===== config.mk =====
export PLATFORM = sky130hd
export DESIGN_NAME = ilcc_ram
export DESIGN_NICKNAME = d
export VERILOG_FILES = /design/src/hw/rtl/interest_list_change_coalescer_top_assert.svh /design/src/hw/rtl/ilcc_ram.sv
export SDC_FILE = /design/constraint.sdc
export NUM_CORES = 1
export LEC_CHECK = 0
export ABC_AREA = 1
export BUFFER_PORTS_ARGS = -buffer_cell sky130_fd_sc_hd__buf_4
export CAP_MARGIN = 20
export CORE_MARGIN = 2
export CORE_UTILIZATION = 51
export DETAILED_ROUTE_END_ITERATION = 16
export GPL_ROUTABILITY_DRIVEN = 0
export GPL_TIMING_DRIVEN = 0
export HOLD_SLACK_MARGIN = 0.03
export PLACE_DENSITY = 0.71
export SYNTH_ARGS = -nofsm -noshare
export SYNTH_HDL_FRONTEND = slang
export SYNTH_SLANG_ARGS = --single-unit

===== constraint.sdc =====
create_clock -name i_clk -period 1 [get_ports i_clk]
set_input_delay 0.05 -clock i_clk [delete_from_list [all_inputs] [get_ports i_clk]]
set_output_delay 0.05 -clock i_clk [all_outputs]
set_load 0.01 [all_outputs]

===== src/hw/rtl/interest_list_change_coalescer_top_assert.svh =====
// Assertion macros used by the top-level RTL file.
`ifndef INTEREST_LIST_CHANGE_COALESCER_TOP_ASSERT_SVH
`define INTEREST_LIST_CHANGE_COALESCER_TOP_ASSERT_SVH
`ifndef SYNTHESIS
`define ILCC_ASSERT(lbl, clk, rstn, expr) \
    lbl: assert property (@(posedge clk) disable iff (!rstn) (expr)) \
        else $error("ilcc check failed");
`define ILCC_ASSERT_IMP(lbl, clk, rstn, ante, cons) \
    lbl: assert property (@(posedge clk) disable iff (!rstn) (ante) |-> (cons)) \
        else $error("ilcc check failed");
`else
`define ILCC_ASSERT(lbl, clk, rstn, expr)
`define ILCC_ASSERT_IMP(lbl, clk, rstn, ante, cons)
`endif
`endif


===== src/hw/rtl/ilcc_ram.sv =====
module ilcc_ram #(
    parameter int W = 8,
    parameter int D = 16
) (
    input  logic                 i_clk,
    input  logic                 i_we,
    input  logic [$clog2(D)-1:0] i_waddr,
    input  logic [W-1:0]         i_wdata,
    input  logic [$clog2(D)-1:0] i_raddr,
    output logic [W-1:0]         o_rdata
);

    logic [W-1:0] r_mem [D];
    logic [W-1:0] r_rdata;

    always_ff @(posedge i_clk) begin
        if (i_we) begin
            r_mem[i_waddr] <= i_wdata;
        end
        r_rdata <= r_mem[i_raddr];
    end

    assign o_rdata = r_rdata;

endmodule


==> metrics.csv, run 1 <==
stage;metric;value;unit
run_status;status;complete, but fails checks;
run_status;failed_checks;setup timing;
critical_path;path_cells;buf_4, inv_1, nand2_1, nor2_1;
critical_path;cp-end-kind;register;
sta;setup_tns;-0.0430;ns
sta;setup_viol;8;
synth;synthMuxAreaShare;0;
synth;synthXorXnorAreaFrac;0;
critical_path;timing.critical_path.buf_inv;2;
clock_tree;clock_sinks;136;
pwr;peakVddDrop;1410;µV
clock_tree;cts.path.max_buffers;2;
sta;fmax;0.991;GHz
critical_path;cp.required;1.05;ns
die;io_pins;26;
worst_hold_path;hold_start;i_raddr[2];
die;die_h;110;µm
critical_path;cp.arrival;1.06;ns
synth;synth_compound_area_frac;0;
global_route;grt_overflow;0;
detailed_routing;routed_via_density;5.39;
global_route;grt_pass1_vias;3728;
synth;async_flop_share;0;
synth;synth_common_cells;nand2_1 (173), edfxtp_1 (128), inv_1 (100), nand3_1 (97), nor2_1 (17);
synth;syn_avg_cell_area;10.5;µm²
placed_design;placed_area;6110;µm²
critical_path;cp_max_fo;8;
critical_path;critPathKind;primary input to register;
cells_and_area;final_area;7000;µm²
detailed_routing;dr.pass1.iters;5;
synth;yosysSeqAreaShare;0.694;
critical_path;r2r_slack;0.01;ns
synth;ys.flop_type;edfxtp_1;
pwr;p_leak;3.01;nW
pwr;p_switching;2.99;mW
synth;syn_inst;551;
placed_design;dp.final_hpwl;8690;µm
detailed_routing;drc_errors;0;
sta;min_period;1.01;ns
pwr;seqPwrFrac;0.464;
global_route;grt_usage;0.252;
synth;synth.net_count;569;
clock_tree;insertion_delay;0.42;ns
cells_and_area;antenna_cells;0;
cells_and_area;syn2layout_area_growth;21.3;%
pwr;power.density;1980;nW/µm²
clock_tree;root_buffer;clkbuf_16;
clock_tree;cts_made_buffers;17;
critical_path;reg2reg_depth;6;
clock_tree;clk_pin_slew;0.06;ns
detailed_routing;routed_wl;14100;µm
cells_and_area;nets;618;
sta;fin_skew;0.00568;ns
sta;post-route-period-util;1.01;
placed_design;io_buffers;22;
die;die_w;110;µm
sta;finalWorstSetupSlack;-0.00920;ns
synth;synth_top_cell_area_share;0.667;
pwr;total_power;13.8;mW
sta;maxSlewViolCount;0;
worst_hold_path;whs_endpoint;o_rdata[6];
critical_path;critical_path.max_stage_delay;0.67;ns
synth;synth_area;5770;µm²
synth;yosysUniqueCellTypes;12;
flow_run;cap_violations;0;
sta;slew_headroom;0.467;
synth;synth_top_family_by_area;simple AND/OR/NAND/NOR gates;
worst_hold_path;worstHoldPathType;primary input to register;
synth;ys_ff_latch;136;
die;core;10900;µm²
detailed_routing;wl_per_cell;18.7;µm
critical_path;crit-reg2reg-launch;r_mem[7][4];
synth;synth-adder-area-share;0;
pwr;power_frac_comb;0.071;
clock_tree;cts_tree;yes;
detailed_routing;ant_nets;0;
synth;yosys.cell_count.top_type;nand2_1;
sta;worst_pin_slew;0.796;ns
detailed_routing;vias;4058;
critical_path;cp_top_family;simple AND/OR/NAND/NOR gates;
cells_and_area;drive_gt1_frac;0.206;
pwr;intPower;10.8;mW
die;start_util;0.527;
synth;synth-simple-area-share;0.210;
detailed_routing;drt_iter0_drc;463;
synth;synth_edf_count;128;
die;rows;38;
pwr;sw_frac_of_total;0.216;
placed_design;preCtsSetupSlack;-0.539;ns
sta;hold_violations;0;
synth;yosys.area.top_type;edfxtp_1;
critical_path;worstReg2RegEnd;o_rdata[4];
global_route;grt_pass1_wl;21000;µm
global_route;grt_max_degree;17;
synth;ys_warn_count;0;
global_route;antenna_found_initial;0;
critical_path;slowest_stage;nor2_1;
clock_tree;htreeDepth;4;
critical_path;start_kind;primary input;
die;die_area;12200;µm²
synth;ys_top_cells_by_area;edfxtp_1 (67%), nand2_1 (11%), nand3_1 (8.4%), inv_1 (6.5%), dfxtp_1 (2.8%);
worst_hold_path;holdPathStages;4;
pwr;p_clk_frac;0.465;
sta;rsz0062_at_grt;true;
==> placed cells by master, fill, tap and decap left out <==
master | Yosys | routed
bufinv_16 | 0 | 4
clkinvlp_4 | 0 | 3
buf_1 | 1 | 1
buf_6 | 6 | 6
clkbuf_16 | 0 | 17
buf_2 | 13 | 13
clkinv_1 | 0 | 3
inv_2 | 2 | 4
clkbuf_1 | 0 | 1
nor2_2 | 0 | 9
dlygate4sd3_1 | 0 | 8
buf_4 | 4 | 26
nand2_1 | 173 | 163
clkinv_4 | 0 | 2
edfxtp_1 | 128 | 128
clkinv_2 | 0 | 2
dfxtp_1 | 8 | 8
inv_1 | 100 | 98
nand3_1 | 97 | 67
nor2_1 | 17 | 8
nand3b_1 | 2 | 2
nand3_2 | 0 | 30
nand2_2 | 0 | 10
==> routing by layer <==
layer	wire length [µm]	vias to the layer above	share of wire	global-route usage
met3	1540	23	0.11	0.0676
li1	-	1874	-	-
met4	281	0	0.020	0.101
met2	6860	255	0.49	0.393
met1	5420	1906	0.38	0.337
met5	0	-	0	0
==> how the worst max path moves through the flow <==
| stage | depth (start not counted) | from | endpoint |
|---|---|---|---|
| finish | 4 | i_waddr[0] | r_mem[8][4] |
| floorplan | 2 | i_waddr[3] | r_mem[4][0] |
| global route | 3 | i_waddr[2] | r_mem[11][3] |
| CTS | 3 | i_waddr[2] | r_mem[8][4] |
| global placement | 3 | i_waddr[3] | r_mem[4][6] |
| detailed placement | 3 | i_waddr[3] | r_mem[4][0] |
==> worst register-to-register path, stage by stage, from the launching register on <==
cell and delay [ns]:
edfxtp_1 0.41, inv_2 0.08, nand2_1 0.06, nand3_2 0.08
nand3_2 0.09, nand3_2 0.09, nand2_2 0.08
==> through the flow <==
stage	std cells	hold slack [ns]	utilization
global route	753	0.0837	0.640
CTS	753	0.0509	0.625
floorplan	551	0.149	-
detailed placement	713	0.384	0.558
global placement	713	0.379	0.558
finish	753	0.0620	0.640
==> cell type report <==
type | count | area (µm²)
Fill cell | 843 | 3940
Tap cell | 140 | 175
Buffer | 24 | 166
Clock inverter | 14 | 181
Timing Repair Buffer | 30 | 245
Clock buffer | 18 | 429
Sequential cell | 136 | 4000
Inverter | 102 | 383
Multi-Input combinational cell | 289 | 1410
==> state kept, by name (all words and copies together), names as in the netlist <==
register / flops
r_mem: 128
o_rdata: 8
==> cell families (layout without fill, tap and decap cells) <==
family,Yosys count,after routing
buffers and inverters,126,188
flip-flops,136,136
AND/OR/NAND/NOR,289,289
==> repair_timing <==
| action | CTS | global route |
|---|---|---|
| buffers inserted | 0 | 0 |
| resized for setup | 10 | 41 |
| hold endpoints to repair | 128 | 0 |
| endpoints found under the setup margin | 23 | 88 |
| pin swaps | 3 | 16 |
| hold buffers | 8 | 0 |
==> power by group through the flow <==
stage | registers (mW) | clock network (mW) | logic (mW)
2_1_floorplan | 6.54 | 0 | 0.450
3_3_place_gp | 6.52 | 0 | 0.843
3_5_place_dp | 6.52 | 0 | 0.858
4_1_cts | 6.41 | 6.45 | 0.905
5_1_grt | 6.42 | 6.71 | 1.05
6_report | 6.41 | 6.43 | 0.979
Note: power is estimated with default switching activity, not from simulation.
==> run 2: changes to the inputs <==
PLACE_DENSITY = 0.76   (was 0.71)
REMOVE_ABC_BUFFERS = 1   (was unset)
==> run 2 against run 1 <==
Effect of this change: largest power group unchanged; critical endpoint is now r_mem[11][7]; via count shrank 1.8%; combinational power shrank 4.7%; hold slack gained 0.045 ns; design area up 0.68%; clock power is 9.6% higher; the flow still finishes with violations (setup timing); clock skew grew 0.00055 ns.
==> metrics.csv, run 2 (synthesis gave the netlist of run 1 again) <==
stage;metric;value;unit;change
run_status;status;complete, but fails checks;;unchanged
run_status;failed_checks;setup timing;;unchanged
sta;min_period;1.08;ns;was 1.01 ns
clock_tree;cts_tree;yes;;unchanged
critical_path;cp-end-kind;register;;unchanged
critical_path;r2r_slack;-0.04;ns;was 0.01 ns
worst_hold_path;hold_start;i_raddr[2];;unchanged
cells_and_area;seq_area;4000;µm²;unchanged
sta;maxSlewViolCount;0;;unchanged
placed_design;dp.cells;692;;was 713
detailed_routing;ant_nets;0;;unchanged
clock_tree;insertion_delay;0.42;ns;about the same
flow_run;cap_violations;0;;unchanged
critical_path;worstReg2RegEnd;o_rdata[3];;was o_rdata[4]
critical_path;cp.required;1.05;ns;about the same
detailed_routing;routed_via_density;5.44;;was 5.39
global_route;grt_max_degree;66;;was 17
die;io_pins;26;;unchanged
clock_tree;clock_sinks;136;;unchanged
detailed_routing;wl_per_cell;18.2;µm;was 18.7 µm
global_route;grt_pass1_wl;19400;µm;was 21,000 µm
die;die_h;110;µm;unchanged
cells_and_area;final_area;7040;µm²;was 7000 µm²
placed_design;dp.final_hpwl;7000;µm;was 8690 µm
cells_and_area;syn2layout_area_growth;22.1;%;was 21.3%
die;rows;38;;unchanged
pwr;total_power;14.4;mW;was 13.8 mW
clock_tree;cts.path.max_buffers;2;;unchanged
sta;finalWorstSetupSlack;-0.0751;ns;was -0.00920 ns
sta;slew_headroom;0.486;;was 0.467
cells_and_area;drive_gt1_frac;0.214;;was 0.206
cells_and_area;antenna_cells;0;;unchanged
cells_and_area;n_fill_cell;725;;was 843
sta;worst_pin_slew;0.767;ns;was 0.796 ns
global_route;grt_overflow;0;;unchanged
cells_and_area;top_register;r_mem;;unchanged
sta;setup_viol;21;;was 8
cells_and_area;nets;598;;was 618
die;core;10900;µm²;unchanged
global_route;grt_usage;0.226;;was 0.252
cells_and_area;final_cell_mix;nand2_1 (167), edfxtp_1 (128), inv_1 (97);;was nand2_1 (163), edfxtp_1 (128), inv_1 (98)
critical_path;reg2reg_depth;6;;unchanged
critical_path;cp.arrival;1.13;ns;was 1.06 ns
critical_path;critPathKind;primary input to register;;unchanged
placed_design;io_buffers;25;;was 22
sta;setup_tns;-1.06;ns;was -0.0430 ns
clock_tree;cts_made_buffers;17;;unchanged
worst_hold_path;holdPathStages;4;;unchanged
clock_tree;clk_pin_slew;0.06;ns;about the same
pwr;p_leak;3.01;nW;about the same
worst_hold_path;worstHoldPathType;primary input to register;;unchanged
pwr;power.density;2040;nW/µm²;was 1980 nW/µm²
sta;fin_skew;0.00623;ns;was 0.00568 ns
global_route;antenna_found_initial;0;;unchanged
die;die_w;110;µm;unchanged
critical_path;start_kind;primary input;;unchanged
clock_tree;htreeDepth;4;;unchanged
detailed_routing;vias;3984;;was 4,058
detailed_routing;routed_wl;13300;µm;was 14,100 µm
cells_and_area;multiInputGateArea;1500;µm²;was 1410 µm²
sta;rsz0062_at_grt;true;;unchanged
cells_and_area;layout_commonest_cell;nand2_1;;unchanged
placed_design;placed_area;5960;µm²;was 6110 µm²
cells_and_area;stdcell_count;733;;was 753
cells_and_area;largest_reg_flops;128;;unchanged
sta;whs;0.107;ns;was 0.0620 ns
die;start_util;0.527;;unchanged
sta;fmax;0.930;GHz;was 0.991 GHz
worst_hold_path;whs_endpoint;o_rdata[2];;was o_rdata[6]
detailed_routing;drt_iter0_drc;512;;was 463
sta;hold_violations;0;;unchanged
die;die_area;12200;µm²;unchanged
clock_tree;root_buffer;clkbuf_16;;unchanged
pwr;peakVddDrop;1550;µV;was 1410 µV
global_route;grt_pass1_vias;3805;;was 3,728
detailed_routing;drc_errors;0;;unchanged
detailed_routing;dr.pass1.iters;6;;was 5
critical_path;crit-reg2reg-launch;r_mem[4][3];;was r_mem[7][4]
clock_tree;cts_setup_buffers;0;;unchanged
critical_path;cp_max_fo;8;;unchanged
sta;post-route-period-util;1.08;;was 1.01
run 2: changes by cell type in the layout (fill, tap and decap cells not counted), sizes merged:
cell          before  now
dlymetal6s4s       0    1
clkbuf            18   19
buf               46   25
bufinv             4    6
inv              102  101
clkinv             7    5
run 2: power by group:
part	total, mW	switching, mW	leakage [nW]	internal [mW]
combinational	0.933	0.634	1.45	0.299
clock	7.05	2.26	0.329	4.78
sequential	6.41	0.0384	1.22	6.37
run 2: worst max path at each step:
stage | cells after the start | from | end
floorplan | 6 | i_raddr[0] | o_rdata[2]
global placement | 8 | i_raddr[0] | o_rdata[4]
detailed placement | 7 | i_raddr[0] | o_rdata[4]
CTS | 3 | i_waddr[2] | r_mem[10][5]
global route | 3 | i_waddr[2] | r_mem[10][7]
finish | 3 | i_waddr[2] | r_mem[11][7]
run 2: area by class of cell:
cell class,count,share of cell area
repair buffers,34,0.0414
clock inverters,13,0.0318
clock buffers,19,0.0643
flip-flops and latches,136,0.568
well taps,140,0.0249
multi-input cells,289,0.213
inverters,102,0.0563
run 2: repair_timing:
item	4_1_cts	5_1_grt
hold buffers	9	0
pin swaps	3	33
resized for setup	21	56
setup endpoints to repair	48	72
endpoints found under the hold margin	136	0
run 2: through the flow:
step | utilization | worst slack, ns
after floorplan | - | -0.0305
after global placement | 0.545 | -1.02
after detailed placement | 0.545 | -1.05
after CTS | 0.623 | -0.0269
after global routing | 0.644 | -0.106
final | 0.644 | -0.0751
run 2: worst max-delay path, stage by stage:
cell	delay, ns
buf_4	0.12
nand3b_1	0.29
nor2_1	0.66
run 2: layer usage:
layer / part of all wire / global-route usage / routed length, µm
met3: 0.089 / 0.0570 / 1190
met5: 0 / 0 / 0
met4: 0.032 / 0.110 / 429
met1: 0.36 / 0.276 / 4850
met2: 0.51 / 0.378 / 6840
